File: src/sv/psms_pkg.sv
// psms_pkg: types, constants and move table for the paired stepper move sequencer
// no dependencies; imported by the interfaces and every module of the block

package psms_pkg;

    localparam int NUM_MOTORS   = 6;
    localparam int TICKS_PER_MS = 1000;

    localparam int HALF_W   = 16;
    localparam int GAP_W    = 16;
    localparam int PRESC_W  = 10;
    localparam int STEPS_W  = 7;
    localparam int MOTOR_W  = 3;
    localparam int IDX_W    = 5;
    localparam int CODE_W   = 8;
    localparam int CFG_IDX_W = 2;
    localparam int CFG_DAT_W = 16;

    localparam logic [CODE_W-1:0]  LETTER_FIRST = 8'h41;   // 'A'
    localparam logic [CODE_W-1:0]  LETTER_LAST  = 8'h52;   // 'R'
    localparam logic [STEPS_W-1:0] STEPS_SHORT  = 7'd50;
    localparam logic [STEPS_W-1:0] STEPS_LONG   = 7'd100;
    localparam logic [PRESC_W-1:0] PRESC_LIMIT  = PRESC_W'(TICKS_PER_MS);

    localparam logic [HALF_W-1:0] HALF_RESET = 16'd1000;
    localparam logic [GAP_W-1:0]  GAP_RESET  = 16'd10;

    typedef logic [NUM_MOTORS-1:0] t_motor_vec;

    typedef enum logic [1:0] {
        PH_IDLE = 2'd0,
        PH_HIGH = 2'd1,
        PH_LOW  = 2'd2,
        PH_GAP  = 2'd3
    } t_phase;

    typedef enum logic [1:0] {
        MODE_TICK   = 2'd0,
        MODE_LETTER = 2'd1,
        MODE_END    = 2'd2,
        MODE_RSVD   = 2'd3
    } t_mode;

    typedef enum logic [CFG_IDX_W-1:0] {
        CFG_HALF_PERIOD = 2'd0,
        CFG_MOVE_GAP    = 2'd1
    } t_cfg_idx;

    typedef struct packed {
        logic [HALF_W-1:0] half_period;
        logic [GAP_W-1:0]  move_gap;
    } t_cfg;

    typedef struct packed {
        logic               pending_valid;
        logic [IDX_W-1:0]   pending_move;
        t_phase             phase;
        logic [MOTOR_W-1:0] first_motor;
        logic [MOTOR_W-1:0] second_motor;
        logic               pair_active;
        logic [STEPS_W-1:0] first_steps;
        logic [STEPS_W-1:0] second_steps;
        logic [STEPS_W-1:0] step_index;
        t_motor_vec         direction_lines;
        logic [HALF_W-1:0]  half_tick_count;
        logic [PRESC_W-1:0] ms_prescale;
        logic [GAP_W-1:0]   gap_ms_count;
    } t_state;

    typedef struct packed {
        t_motor_vec step_pins;
        t_motor_vec dir_pins;
        t_motor_vec enable_n_pins;
        logic       busy_res;
        logic       accepted;
        logic       pair_pending;
        logic       move_done;
    } t_result;

    typedef struct packed {
        logic [MOTOR_W-1:0] motor;
        logic               dir;
        logic [STEPS_W-1:0] steps;
    } t_move;

    // motor of each group of three letters: U, D, L, R, F, B
    localparam logic [MOTOR_W-1:0] GROUP_MOTOR [6] = '{3'd0, 3'd3, 3'd4, 3'd1, 3'd2, 3'd5};

    function automatic t_move move_lookup(input logic [IDX_W-1:0] idx);
        logic [2:0]       grp;
        logic [IDX_W-1:0] sub;
        t_move            mv;
        case (idx)
            5'd0, 5'd1, 5'd2:    grp = 3'd0;
            5'd3, 5'd4, 5'd5:    grp = 3'd1;
            5'd6, 5'd7, 5'd8:    grp = 3'd2;
            5'd9, 5'd10, 5'd11:  grp = 3'd3;
            5'd12, 5'd13, 5'd14: grp = 3'd4;
            5'd15, 5'd16, 5'd17: grp = 3'd5;
            default:             grp = 3'd0;
        endcase
        sub      = idx - IDX_W'({2'b00, grp} * 5'd3);
        mv.motor = GROUP_MOTOR[grp];
        mv.dir   = (sub[1:0] == 2'd1);
        mv.steps = (sub[1:0] == 2'd2) ? STEPS_LONG : STEPS_SHORT;
        return mv;
    endfunction

    // axis of a motor: U/D, R/L and F/B share one
    function automatic logic [1:0] motor_axis(input logic [MOTOR_W-1:0] m);
        logic [MOTOR_W-1:0] r;
        r = (m >= 3'd3) ? m - 3'd3 : m;
        return r[1:0];
    endfunction

    function automatic logic is_opposite(input logic [MOTOR_W-1:0] ma,
                                         input logic [MOTOR_W-1:0] mb);
        return (ma != mb) && (motor_axis(ma) == motor_axis(mb));
    endfunction

endpackage

File: src/sv/psms_if.sv
// psms_if: valid/ready channel interfaces for moves, results and configuration
// depends on psms_pkg

interface psms_move_if;
    import psms_pkg::*;
    logic              valid;
    logic              ready;
    logic [1:0]        mode;
    logic [CODE_W-1:0] move_code;

    modport source (output valid, output mode, output move_code, input ready);
    modport sink   (input valid, input mode, input move_code, output ready);
endinterface

interface psms_res_if;
    import psms_pkg::*;
    logic       valid;
    logic       ready;
    t_motor_vec step_pins;
    t_motor_vec dir_pins;
    t_motor_vec enable_n_pins;
    logic       busy_res;
    logic       accepted;
    logic       pair_pending;
    logic       move_done;

    modport source (output valid, output step_pins, output dir_pins, output enable_n_pins,
                    output busy_res, output accepted, output pair_pending,
                    output move_done, input ready);
    modport sink   (input valid, input step_pins, input dir_pins, input enable_n_pins,
                    input busy_res, input accepted, input pair_pending,
                    input move_done, output ready);
endinterface

interface psms_cfg_if;
    import psms_pkg::*;
    logic                 valid;
    logic                 ready;
    logic [CFG_IDX_W-1:0] index;
    logic [CFG_DAT_W-1:0] data;

    modport source (output valid, output index, output data, input ready);
    modport sink   (input valid, input index, input data, output ready);
endinterface

File: src/sv/psms_cfg_regs.sv
// psms_cfg_regs: step half period and move gap registers behind the write channel
// depends on psms_pkg and psms_cfg_if

module psms_cfg_regs (
    input  logic               i_clk,
    input  logic               i_rst_n,
    psms_cfg_if.sink           i_cfg,
    output psms_pkg::t_cfg     o_cfg
);
    import psms_pkg::*;

    t_cfg r_cfg;
    t_cfg n_cfg;

    assign i_cfg.ready = 1'b1;

    always_comb begin
        n_cfg = r_cfg;
        if (i_cfg.valid) begin
            case (t_cfg_idx'(i_cfg.index))
                CFG_HALF_PERIOD: n_cfg.half_period = HALF_W'(i_cfg.data);
                CFG_MOVE_GAP:    n_cfg.move_gap    = GAP_W'(i_cfg.data);
                default: ;
            endcase
        end
    end

    always_ff @(posedge i_clk) begin
        if (!i_rst_n) begin
            r_cfg.half_period <= HALF_RESET;
            r_cfg.move_gap    <= GAP_RESET;
        end else begin
            r_cfg <= n_cfg;
        end
    end

    assign o_cfg = r_cfg;

endmodule

File: src/sv/psms_next.sv
// psms_next: next sequencer state and result for one beat
// depends on psms_pkg; purely combinational

module psms_next (
    input  psms_pkg::t_state           i_state,
    input  psms_pkg::t_cfg             i_cfg,
    input  logic [1:0]                 i_mode,
    input  logic [psms_pkg::CODE_W-1:0] i_code,
    output psms_pkg::t_state           o_state,
    output psms_pkg::t_result          o_res
);
    import psms_pkg::*;

    t_state             n;
    logic               busy;
    logic               accepted;
    logic               done;
    logic               do_start;
    logic               paired;
    logic               letter_ok;
    logic [IDX_W-1:0]   idx;
    t_move              mv_a;
    t_move              mv_b;
    logic [HALF_W-1:0]  hc_inc;
    logic [STEPS_W-1:0] si_inc;
    logic [STEPS_W-1:0] max_steps;
    logic [PRESC_W-1:0] ps_inc;
    logic [GAP_W-1:0]   gc_new;
    t_motor_vec         step_v;
    t_motor_vec         en_v;

    assign letter_ok = i_code inside {[LETTER_FIRST:LETTER_LAST]};
    assign idx       = IDX_W'(i_code - LETTER_FIRST);
    assign mv_a      = move_lookup(i_state.pending_move);
    assign mv_b      = move_lookup(idx);
    assign hc_inc    = i_state.half_tick_count + HALF_W'(1);
    assign si_inc    = i_state.step_index + STEPS_W'(1);
    assign ps_inc    = i_state.ms_prescale + PRESC_W'(1);
    assign max_steps = (i_state.pair_active && i_state.second_steps > i_state.first_steps)
                       ? i_state.second_steps : i_state.first_steps;

    always_comb begin
        n        = i_state;
        busy     = (i_state.phase != PH_IDLE);
        accepted = 1'b0;
        done     = 1'b0;
        do_start = 1'b0;
        paired   = 1'b0;
        gc_new   = i_state.gap_ms_count;

        case (t_mode'(i_mode))
            MODE_TICK: begin
                case (i_state.phase)
                    PH_HIGH: begin
                        if (hc_inc >= i_cfg.half_period) begin
                            n.half_tick_count = '0;
                            n.phase           = PH_LOW;
                        end else begin
                            n.half_tick_count = hc_inc;
                        end
                    end
                    PH_LOW: begin
                        if (hc_inc >= i_cfg.half_period) begin
                            n.half_tick_count = '0;
                            n.step_index      = si_inc;
                            if (si_inc >= max_steps) begin
                                n.ms_prescale  = '0;
                                n.gap_ms_count = '0;
                                if (i_cfg.move_gap == '0) begin
                                    n.phase = PH_IDLE;
                                    done    = 1'b1;
                                end else begin
                                    n.phase = PH_GAP;
                                end
                            end else begin
                                n.phase = PH_HIGH;
                            end
                        end else begin
                            n.half_tick_count = hc_inc;
                        end
                    end
                    PH_GAP: begin
                        if (ps_inc >= PRESC_LIMIT) begin
                            n.ms_prescale = '0;
                            gc_new        = i_state.gap_ms_count + GAP_W'(1);
                        end else begin
                            n.ms_prescale = ps_inc;
                        end
                        n.gap_ms_count = gc_new;
                        if (gc_new >= i_cfg.move_gap) begin
                            n.phase = PH_IDLE;
                            done    = 1'b1;
                        end
                    end
                    default: ;
                endcase
            end
            MODE_LETTER: begin
                if (!busy) begin
                    accepted = 1'b1;
                    if (letter_ok) begin
                        if (i_state.pending_valid) begin
                            do_start = 1'b1;
                            if (is_opposite(mv_a.motor, mv_b.motor)) begin
                                paired          = 1'b1;
                                n.pending_valid = 1'b0;
                            end else begin
                                n.pending_move = idx;
                            end
                        end else begin
                            n.pending_valid = 1'b1;
                            n.pending_move  = idx;
                        end
                    end else if (i_state.pending_valid) begin
                        // a bad letter flushes the pending move alone
                        do_start        = 1'b1;
                        n.pending_valid = 1'b0;
                    end
                end
            end
            MODE_END: begin
                if (!busy) begin
                    accepted = 1'b1;
                    if (i_state.pending_valid) begin
                        do_start        = 1'b1;
                        n.pending_valid = 1'b0;
                    end
                end
            end
            default: ;
        endcase

        if (do_start) begin
            n.first_motor                  = mv_a.motor;
            n.first_steps                  = mv_a.steps;
            n.direction_lines[mv_a.motor]  = mv_a.dir;
            n.pair_active                  = paired;
            if (paired) begin
                n.second_motor                 = mv_b.motor;
                n.second_steps                 = mv_b.steps;
                n.direction_lines[mv_b.motor]  = mv_b.dir;
            end else begin
                n.second_motor = '0;
                n.second_steps = '0;
            end
            n.step_index      = '0;
            n.half_tick_count = '0;
            n.phase           = PH_HIGH;
        end

        step_v = '0;
        en_v   = '1;
        if (n.phase == PH_HIGH || n.phase == PH_LOW) begin
            en_v[n.first_motor] = 1'b0;
            if (n.pair_active) en_v[n.second_motor] = 1'b0;
            if (n.phase == PH_HIGH) begin
                if (n.step_index < n.first_steps) step_v[n.first_motor] = 1'b1;
                if (n.pair_active && n.step_index < n.second_steps)
                    step_v[n.second_motor] = 1'b1;
            end
        end
    end

    assign o_state             = n;
    assign o_res.step_pins     = step_v;
    assign o_res.dir_pins      = n.direction_lines;
    assign o_res.enable_n_pins = en_v;
    assign o_res.busy_res      = (n.phase != PH_IDLE);
    assign o_res.accepted      = accepted;
    assign o_res.pair_pending  = n.pending_valid;
    assign o_res.move_done     = done;

endmodule

File: src/sv/paired_stepper_move_sequencer.sv
// paired_stepper_move_sequencer: top level, state register and result register
// depends on psms_pkg, psms_if, psms_cfg_regs and psms_next
//
//  channel   dir  payload                                          beat when
//  i_move    in   mode, move_code                                  valid & ready
//  o_res     out  step/dir/enable_n pins, busy, accepted,          valid & ready
//                 pair_pending, move_done
//  i_cfg     in   index, data                                      valid & ready
//
// one beat per cycle while i_move.ready is high: each move beat updates the state register and loads the
// result register in the same cycle, so the result appears on o_res in the cycle after the beat
// i_move.ready drops only while a result waits and o_res.ready is low
// i_cfg is always ready; writes land at once
// reset (synchronous, active low) clears state and the result valid and loads the config reset values

module paired_stepper_move_sequencer (
    input  logic       i_clk,
    input  logic       i_rst_n,
    psms_move_if.sink  i_move,
    psms_res_if.source o_res,
    psms_cfg_if.sink   i_cfg
);
    import psms_pkg::*;

    t_cfg    w_cfg;
    t_state  r_state;
    t_state  n_state;
    t_result r_res;
    t_result n_res;
    logic    r_out_valid;
    logic    in_fire;

    psms_cfg_regs u_cfg (
        .i_clk   (i_clk),
        .i_rst_n (i_rst_n),
        .i_cfg   (i_cfg),
        .o_cfg   (w_cfg)
    );

    psms_next u_next (
        .i_state (r_state),
        .i_cfg   (w_cfg),
        .i_mode  (i_move.mode),
        .i_code  (i_move.move_code),
        .o_state (n_state),
        .o_res   (n_res)
    );

    assign i_move.ready = !r_out_valid || o_res.ready;
    assign in_fire      = i_move.valid && i_move.ready;

    always_ff @(posedge i_clk) begin
        if (!i_rst_n) begin
            r_state     <= '0;
            r_out_valid <= 1'b0;
        end else begin
            if (in_fire) begin
                r_state     <= n_state;
                r_out_valid <= 1'b1;
            end else if (o_res.ready) begin
                r_out_valid <= 1'b0;
            end
        end
    end

    always_ff @(posedge i_clk) begin
        if (in_fire) r_res <= n_res;
    end

    assign o_res.valid         = r_out_valid;
    assign o_res.step_pins     = r_res.step_pins;
    assign o_res.dir_pins      = r_res.dir_pins;
    assign o_res.enable_n_pins = r_res.enable_n_pins;
    assign o_res.busy_res      = r_res.busy_res;
    assign o_res.accepted      = r_res.accepted;
    assign o_res.pair_pending  = r_res.pair_pending;
    assign o_res.move_done     = r_res.move_done;

    // motors are only enabled while busy
    a_enable_busy: assert property (@(posedge i_clk) disable iff (!i_rst_n)
        (r_out_valid && !r_res.busy_res) |-> (r_res.enable_n_pins == '1))
        else $error("motor enabled while idle");

    // a step line only rises on an enabled motor
    a_step_enabled: assert property (@(posedge i_clk) disable iff (!i_rst_n)
        r_out_valid |-> ((r_res.step_pins & r_res.enable_n_pins) == '0))
        else $error("step on a disabled motor");

    // a move end leaves the block idle
    a_done_idle: assert property (@(posedge i_clk) disable iff (!i_rst_n)
        (r_out_valid && r_res.move_done) |-> !r_res.busy_res)
        else $error("move_done while busy");

    // a letter refused while busy leaves the pending move alone
    a_refuse_hold: assert property (@(posedge i_clk) disable iff (!i_rst_n)
        (in_fire && r_state.phase != PH_IDLE && i_move.mode == MODE_LETTER)
        |=> ($stable(r_state.pending_valid) && $stable(r_state.pending_move)))
        else $error("busy letter changed pending move");

endmodule

File: src/flat_wrapper.sv
// flat-port wrapper written by rule: the top's interface ports become plain ports
module paired_stepper_move_sequencer_flat import psms_pkg::*;
  (i_clk, i_rst_n, i_move_valid, i_move_mode, i_move_move_code, i_move_ready, o_res_valid, o_res_step_pins, o_res_dir_pins, o_res_enable_n_pins, o_res_busy_res, o_res_accepted, o_res_pair_pending, o_res_move_done, o_res_ready, i_cfg_valid, i_cfg_index, i_cfg_data, i_cfg_ready);
  psms_move_if i_move_i ();
  psms_res_if o_res_i ();
  psms_cfg_if i_cfg_i ();
  input  logic i_clk;
  input  logic i_rst_n;
  input wire logic [$bits(i_move_i.valid)-1:0] i_move_valid;
  input wire logic [$bits(i_move_i.mode)-1:0] i_move_mode;
  input wire logic [$bits(i_move_i.move_code)-1:0] i_move_move_code;
  output wire logic [$bits(i_move_i.ready)-1:0] i_move_ready;
  output wire logic [$bits(o_res_i.valid)-1:0] o_res_valid;
  output wire logic [$bits(o_res_i.step_pins)-1:0] o_res_step_pins;
  output wire logic [$bits(o_res_i.dir_pins)-1:0] o_res_dir_pins;
  output wire logic [$bits(o_res_i.enable_n_pins)-1:0] o_res_enable_n_pins;
  output wire logic [$bits(o_res_i.busy_res)-1:0] o_res_busy_res;
  output wire logic [$bits(o_res_i.accepted)-1:0] o_res_accepted;
  output wire logic [$bits(o_res_i.pair_pending)-1:0] o_res_pair_pending;
  output wire logic [$bits(o_res_i.move_done)-1:0] o_res_move_done;
  input wire logic [$bits(o_res_i.ready)-1:0] o_res_ready;
  input wire logic [$bits(i_cfg_i.valid)-1:0] i_cfg_valid;
  input wire logic [$bits(i_cfg_i.index)-1:0] i_cfg_index;
  input wire logic [$bits(i_cfg_i.data)-1:0] i_cfg_data;
  output wire logic [$bits(i_cfg_i.ready)-1:0] i_cfg_ready;
  assign i_move_i.valid = i_move_valid;
  assign i_move_i.mode = i_move_mode;
  assign i_move_i.move_code = i_move_move_code;
  assign i_move_ready = i_move_i.ready;
  assign o_res_valid = o_res_i.valid;
  assign o_res_step_pins = o_res_i.step_pins;
  assign o_res_dir_pins = o_res_i.dir_pins;
  assign o_res_enable_n_pins = o_res_i.enable_n_pins;
  assign o_res_busy_res = o_res_i.busy_res;
  assign o_res_accepted = o_res_i.accepted;
  assign o_res_pair_pending = o_res_i.pair_pending;
  assign o_res_move_done = o_res_i.move_done;
  assign o_res_i.ready = o_res_ready;
  assign i_cfg_i.valid = i_cfg_valid;
  assign i_cfg_i.index = i_cfg_index;
  assign i_cfg_i.data = i_cfg_data;
  assign i_cfg_ready = i_cfg_i.ready;
  paired_stepper_move_sequencer u_core (.i_clk(i_clk), .i_rst_n(i_rst_n), .i_move(i_move_i), .o_res(o_res_i), .i_cfg(i_cfg_i));
endmodule
File: config.mk
export PLATFORM = sky130hd
export DESIGN_NAME = paired_stepper_move_sequencer_flat
export DESIGN_NICKNAME = d
export VERILOG_FILES = /design/src/sv/psms_pkg.sv /design/src/sv/psms_if.sv /design/src/sv/psms_cfg_regs.sv /design/src/sv/psms_next.sv /design/src/sv/paired_stepper_move_sequencer.sv /design/src/flat_wrapper.sv
export SDC_FILE = /design/constraint.sdc
export NUM_CORES = 1
export LEC_CHECK = 0
export BUFFER_PORTS_ARGS = -buffer_cell sky130_fd_sc_hd__buf_2
export CORE_MARGIN = 1.5
export CORE_UTILIZATION = 58
export DETAILED_ROUTE_END_ITERATION = 10
export PLACE_DENSITY = 0.76
export SLEW_MARGIN = 15
export SYNTH_ARGS = -nofsm -noshare
export SYNTH_HDL_FRONTEND = slang
export SYNTH_HIERARCHICAL = 1
export SYNTH_SLANG_ARGS = --single-unit
File: constraint.sdc
create_clock -name i_clk -period 7.1 [get_ports i_clk]
set_input_delay 0.71 -clock i_clk [delete_from_list [all_inputs] [get_ports i_clk]]
set_output_delay 0.71 -clock i_clk [all_outputs]
set_load 0.1 [all_outputs]
==> impl_metrics.tcl, run 1 <==
set metrics [dict create \
    synth-seq-cells 139 \
    worstPathMaxFanout 11 \
    dp.final_hpwl_mm 17.7 \
    initial_utilization_pct 59.5 \
    syn_avg_cell_area_um2 8.11 \
    cpLargestDelayFamily "compound AO/OA/AOI/OAI gates" \
    crit_top_cell "ha_1" \
    finalSetupViolations 0 \
    die_w_um 142 \
    synth_nets 1499 \
    drive_above_1_share_pct 10.5 \
    layout_commonest_cell "nand2_1" \
    power_density_nw_per_um2 163 \
    peakVddDrop_uv 159 \
    final_cell_mix "287 x nand2_1, 127 x mux2i_1, 114 x dfxtp_1" \
    synthFlopType "dfxtp_1" \
    crit_path_max_incr_delay_ps 540 \
    slew_viol_final 0 \
    routed_wl_mm 25.5 \
    reg2reg_slack_ps 500 \
    numCtsBuffers 17 \
    ys_warn_count 6 \
    coreArea_um2 18800 \
    netlist_instances 1381 \
    max-cap-violations 0 \
    area_delta_synth_final_pct 6.36 \
    cts_resized 0 \
    crit_path_end_kind "flip-flop" \
    outcome "completed" \
    cts-htree-levels 4 \
    clk_latency_ps 430 \
    clk_path_buf_depth 2 \
    ioPinCount 58 \
    antenna_found_initial 0 \
    grt_max_degree 133 \
    fin_nets 1490 \
    grt_pass1_wl_mm 42.7 \
    drtAntennaViolNets 0 \
    crit_type "flip-flop to flip-flop" \
    drc 0 \
    hold_path_class "flip-flop to flip-flop" \
    vias_per_cell 5.80 \
    antenna_cells 0 \
    synth.cell_area_um2 11200 \
    clockRootBuffer "clkbuf_16" \
    worstPathArrival_ps 6830 \
    gp_congestion 0.909 \
    hold_buffers 0 \
    finalCritPeriodShare_pct 93.0 \
    hold_violations 0 \
    ys_async_sr_fraction_pct 0 \
    clk_pin_slew_worst_paths_ps 60 \
    cp_num_buf_inv 2 \
    grt_overflow 0 \
    grt_usage_pct 26.0 \
    drt_first_pass_iters 5 \
    die_h_um 142 \
    cts.sink_count 139 \
    post_cts_buffers 0 \
    hold_path_depth 2 \
    leakage_nw 4.95 \
    rsz0062_at_grt "false" \
    dp.cells 1613 \
    ys_seq_area_share_pct 26.8 \
    drt_iter0_markers 613 \
    period_minus_slack_ps 6600 \
    fin_worst_skew_ps 8.03 \
    critical_path_required_ps 7330 \
    rr_worst_depth 25 \
    worstMarginPinSlew_ps 1080 \
    dr_total_vias 9543 \
    cp-start-kind "flip-flop" \
    fillers 1626 \
    die_area_um2 20100 \
    setup_tns_ps 0 \
    portBuffers 56 \
    cts_tree "built" \
    wl_per_cell_um 15.5 \
    crit_cells 25 \
    synth.distinct_cells 102 \
    worst_path_max_delay_cell "dfxtp_1" \
    fmax_mhz 152 \
    rows 50 \
    max-slew-margin-rel_pct 28.0 \
    synth_edf_count 22 \
    fin_cells 1645 \
    grt_pass1_vias 8777 \
]
metrics by stage:
stage	setup WS [ps]	hold WS, ps	power (mW)	utilization, %	cell area (um^2)
floorplan	1220	431	1.02	-	11200
global placement	389	444	1.06	60.0	11300
detailed placement	170	447	1.06	60.0	11300
CTS	409	458	1.96	63.2	11900
global route	23.8	479	2.01	63.2	11900
finish	500	456	1.94	63.2	11900
cells by family (layout without fill, tap and decap cells):
kind of cell	after synthesis	in the layout	synth area share, %
xor gates and xnor gates	50	50	4.22
and+or+nand+nor	527	527	22.3
adders and majority gates	86	86	9.59
DFF	139	139	26.8
other	1	1	0.0335
AOI/OAI and AO/OA	273	273	17.4
muxes	131	131	11.8
buffers and inverters	174	178	7.83
layout make-up:
cell class / count / area (um^2) / share of cell area (%)
Clock inverter: 12 / 110 / 0.925
Clock buffer: 20 / 489 / 4.11
Tap cell: 260 / 325 / 2.73
Sequential cell: 139 / 3010 / 25.2
Inverter: 82 / 308 / 2.58
Timing Repair Buffer: 64 / 347 / 2.91
Multi-Input combinational cell: 1068 / 7320 / 61.5
state kept, by name, indices dropped and copies added, names as in the netlist:
signal and cells:
u_core/o_res.accepted 1, u_core/o_res.busy_res 1, u_core/o_res.dir_pins 6, u_core/o_res.enable_n_pins 6, u_core/o_res.move_done 1, u_core/o_res.pair_pending 1, u_core/o_res.step_pins 6, u_core/o_res.valid 1
u_core/r_state 84, u_core/u_cfg/o_cfg 32
power by group:
group	leakage [nW]	internal, mW	switching, mW
Clock	0.293	0.534	0.355
Combinational	3.51	0.0725	0.159
Sequential	1.15	0.812	0.00697
Total	4.95	1.42	0.521
cell usage after synthesis (11+ instances only):
library cell,count,area [um^2]
a21o_1,16,120
a21oi_1,50,250
a31oi_1,15,93.8
and2_1,13,81.3
and3_1,19,119
buf_2,14,70.1
buf_4,14,105
buf_6,12,135
clkbuf_1,45,169
dfxtp_1,117,2340
edfxtp_1,22,661
ha_1,85,1060
inv_1,81,304
mux2i_1,127,1270
nand2_1,287,1080
nand2b_1,20,125
nand3_1,30,150
nand3b_1,12,90.1
nor2_1,66,248
nor2b_1,11,68.8
nor3_1,11,55.1
o211ai_1,16,120
o21a_1,13,97.6
o21ai_0,49,245
o31ai_1,15,113
xnor2_1,24,210
xor2_1,23,201
final timing paths:
check | from | to
worst max-delay path | u_core/r_state[82] | u_core/o_res.step_pins[0]
worst min-delay path | u_core/u_cfg/o_cfg[28] | u_core/u_cfg/o_cfg[28]
worst max register to register | u_core/r_state[82] | u_core/o_res.step_pins[0]
worst min register to register | u_core/u_cfg/o_cfg[28] | u_core/u_cfg/o_cfg[28]
worst register-to-register path: cells and delay by family (launching register included):
family          cells  cell delay, ps
compound gates     11            2800
fa+ha+maj           3             860
buf+inv             2             340
flops               1             540
simple gates        9            1840
per-layer routing:
metal	GRT usage [%]	part of all wire [%]	vias to the layer above	wire length, um
li1	-	-	4835	-
met1	34.1	48	4450	12100
met2	43.5	46	226	11700
met3	4.41	4.5	32	1140
met4	8.14	1.8	0	451
met5	0	0	-	0
Note: power is estimated with default switching activity, not from simulation.
==> run 2: changes to the inputs <==
--- a/config.mk
+++ b/config.mk
@@ -9,5 +9,7 @@
 export CORE_MARGIN = 1.5
 export CORE_UTILIZATION = 58
+export CTS_BUF_LIST = sky130_fd_sc_hd__clkbuf_4 sky130_fd_sc_hd__clkbuf_8
 export DETAILED_ROUTE_END_ITERATION = 10
+export GPL_TIMING_DRIVEN = 1
 export PLACE_DENSITY = 0.76
 export SLEW_MARGIN = 15
==> constraint.sdc (replaced) <==
create_clock -name i_clk -period 7.1 [get_ports i_clk]
set_input_delay 1.42 -clock i_clk [delete_from_list [all_inputs] [get_ports i_clk]]
set_output_delay 1.42 -clock i_clk [all_outputs]
set_load 0.1 [all_outputs]
==> run 2 against run 1 <==
Maximum frequency about the same. Critical path type is now input port to flip-flop. Critical endpoint unchanged. Hold slack better by 9.0 ps. Clock power shrank 27%.
==> impl_metrics.tcl, run 2 (synthesized netlist as in run 1, its figures left out) <==
set metrics [dict create \
    cts_tree "built" \
    grt_usage_pct 25.5 \
    crit_top_cell "ha_1" \
    gp_congestion 0.915 \
    finalCritPeriodShare_pct 92.9 \
    portBuffers 56 \
    grt_overflow 0 \
    grt_max_degree 134 \
    met2_length_mm 11.7 \
    fmax_mhz 152 \
    cts.sink_count 139 \
    topRoutingLayerUsed "met4" \
    cts-htree-levels 4 \
    clk_pin_slew_worst_paths_ps 80 \
    post_cts_buffers 0 \
    dr_total_vias 9559 \
    area_delta_synth_final_pct 4.73 \
    largest_reg_flops 84 \
    clk_latency_ps 460 \
    crit_type "input port to flip-flop" \
    initial_utilization_pct 59.5 \
    fin_area_um2 11700 \
    fin_worst_skew_ps 18.2 \
    die_h_um 142 \
    grt_pass1_vias 8778 \
    coreArea_um2 18800 \
    rsz0062_at_grt "false" \
    hold_path_end "u_core/r_state[73]" \
    slew_viol_final 0 \
    worstPathMaxFanout 10 \
    startpoint "i_move_move_code[0]" \
    hold_path_depth 2 \
    antenna_found_initial 0 \
    r2r-start "u_core/r_state[82]" \
    layout_commonest_cell "nand2_1" \
    peakVddDrop_uv 122 \
    finish.utilization_pct 62.3 \
    outcome "completed" \
    worstMarginPinSlew_ps 1090 \
    drt_first_pass_iters 5 \
    routed_wl_mm 25.0 \
    hold_path_class "flip-flop to flip-flop" \
    hold_violations 0 \
    crit_path_max_incr_delay_ps 410 \
    die_area_um2 20100 \
    die_w_um 142 \
    clk_path_buf_depth 2 \
    cp_num_buf_inv 5 \
    rows 50 \
    cp-start-kind "input port" \
    crit_path_end_kind "flip-flop" \
    drtAntennaViolNets 0 \
    worstPathArrival_ps 6870 \
    critical_path_required_ps 7380 \
    ioPinCount 58 \
    drt_iter0_markers 651 \
    fillers 1686 \
    drc 0 \
    worstHoldStart "u_core/r_state[73]" \
    period_minus_slack_ps 6600 \
    seqCellArea_um2 3010 \
    fin_nets 1493 \
    clockRootBuffer "clkbuf_8" \
    worst_path_max_delay_cell "or3b_1" \
    leakage_nw 4.87 \
    setup_tns_ps 0 \
    regMostFlops "u_core/r_state" \
    power_density_nw_per_um2 145 \
    grt_pass1_wl_mm 42.0 \
    hold_buffers 0 \
    met3WireLength_um 895 \
    drive_above_1_share_pct 10.7 \
    max-slew-margin-rel_pct 27.6 \
    multiInputGateArea_um2 7330 \
    rr_endpoint "u_core/o_res.step_pins[0]" \
    finalSetupViolations 0 \
    antenna_cells 0 \
    final_cell_mix "287 x nand2_1, 127 x mux2i_1, 115 x dfxtp_1" \
    vias_per_cell 5.80 \
    place_area_um2 11300 \
    rr_worst_depth 25 \
    cpLargestDelayFamily "compound AO/OA/AOI/OAI gates" \
    drt-met1-wl_mm 12.1 \
    numCtsBuffers 17 \
    reg2reg_slack_ps 560 \
    dp.final_hpwl_mm 17.8 \
    max-cap-violations 0 \
    wl_per_cell_um 15.2 \
]
==> run 2: layout make-up <==
cell class | count | area share [%]
well taps | 260 | 2.77
inverters | 82 | 2.62
flip-flops and latches | 139 | 25.6
clock buffers | 18 | 2.11
repair buffers | 67 | 3.15
multi-input cells | 1068 | 62.5
clock inverters | 14 | 1.24
==> run 2: how the worst max path moves through the flow <==
stage	to	slack, ps	depth (start not counted)
final	u_core/o_res.step_pins[0]	500	27
after global routing	u_core/o_res.step_pins[0]	90	27
after detailed placement	u_core/o_res.step_pins[0]	30	27
after global placement	u_core/o_res.step_pins[0]	170	27
after floorplan	u_core/o_res.step_pins[0]	510	27
after CTS	u_core/o_res.step_pins[0]	420	25
==> run 2: through the flow <==
| stage | std cells | setup WS [ps] | power (mW) | hold slack, ps |
|---|---|---|---|---|
| finish | 1648 | 504 | 1.70 | 465 |
| global route | 1648 | 90.5 | 1.77 | 484 |
| CTS | 1648 | 419 | 1.72 | 466 |
| detailed placement | 1616 | 32.3 | 1.07 | 450 |
| global placement | 1616 | 171 | 1.06 | 443 |
| floorplan | 1381 | 509 | 1.02 | 431 |
==> run 2: worst reg2reg max path, stage by stage (launching register included) <==
cell and delay, ps:
dfxtp_1 560, nand2b_1 130, a211o_1 320, and3_2 300, inv_1 200, ha_1 320, nor2_1 70, or3_1 480
inv_1 130, ha_1 200, or3_1 120, o21ai_0 70, a21oi_1 340, a21bo_1 280, a2111oi_4 500, nor2_2 150
nor2_2 260, a22oi_1 110, ha_1 300, a21o_1 180, a21o_1 170, a221oi_1 340, nor3b_1 230, a22o_1 180
nand2_1 120, o32ai_1 290
==> run 2: layer usage <==
metal / vias up / GRT usage [%]
met3: 31 / 4.10
met2: 217 / 42.9
met5: - / 0
met4: 0 / 7.11
met1: 4488 / 33.9
li1: 4823 / -
==> run 2: repair_timing <==
| item | CTS | global route |
|---|---|---|
| endpoints found under the setup margin | 0 | 5 |
| gates resized for setup | 0 | 3 |
| endpoints found under the hold margin | 0 | 0 |
==> run 2: report_power, final <==
group | switching, mW | total (mW) | internal (mW) | leakage, nW
clock | 0.329 | 0.651 | 0.322 | 0.199
sequential | 0.00679 | 0.817 | 0.810 | 1.15
combinational | 0.160 | 0.234 | 0.0738 | 3.52
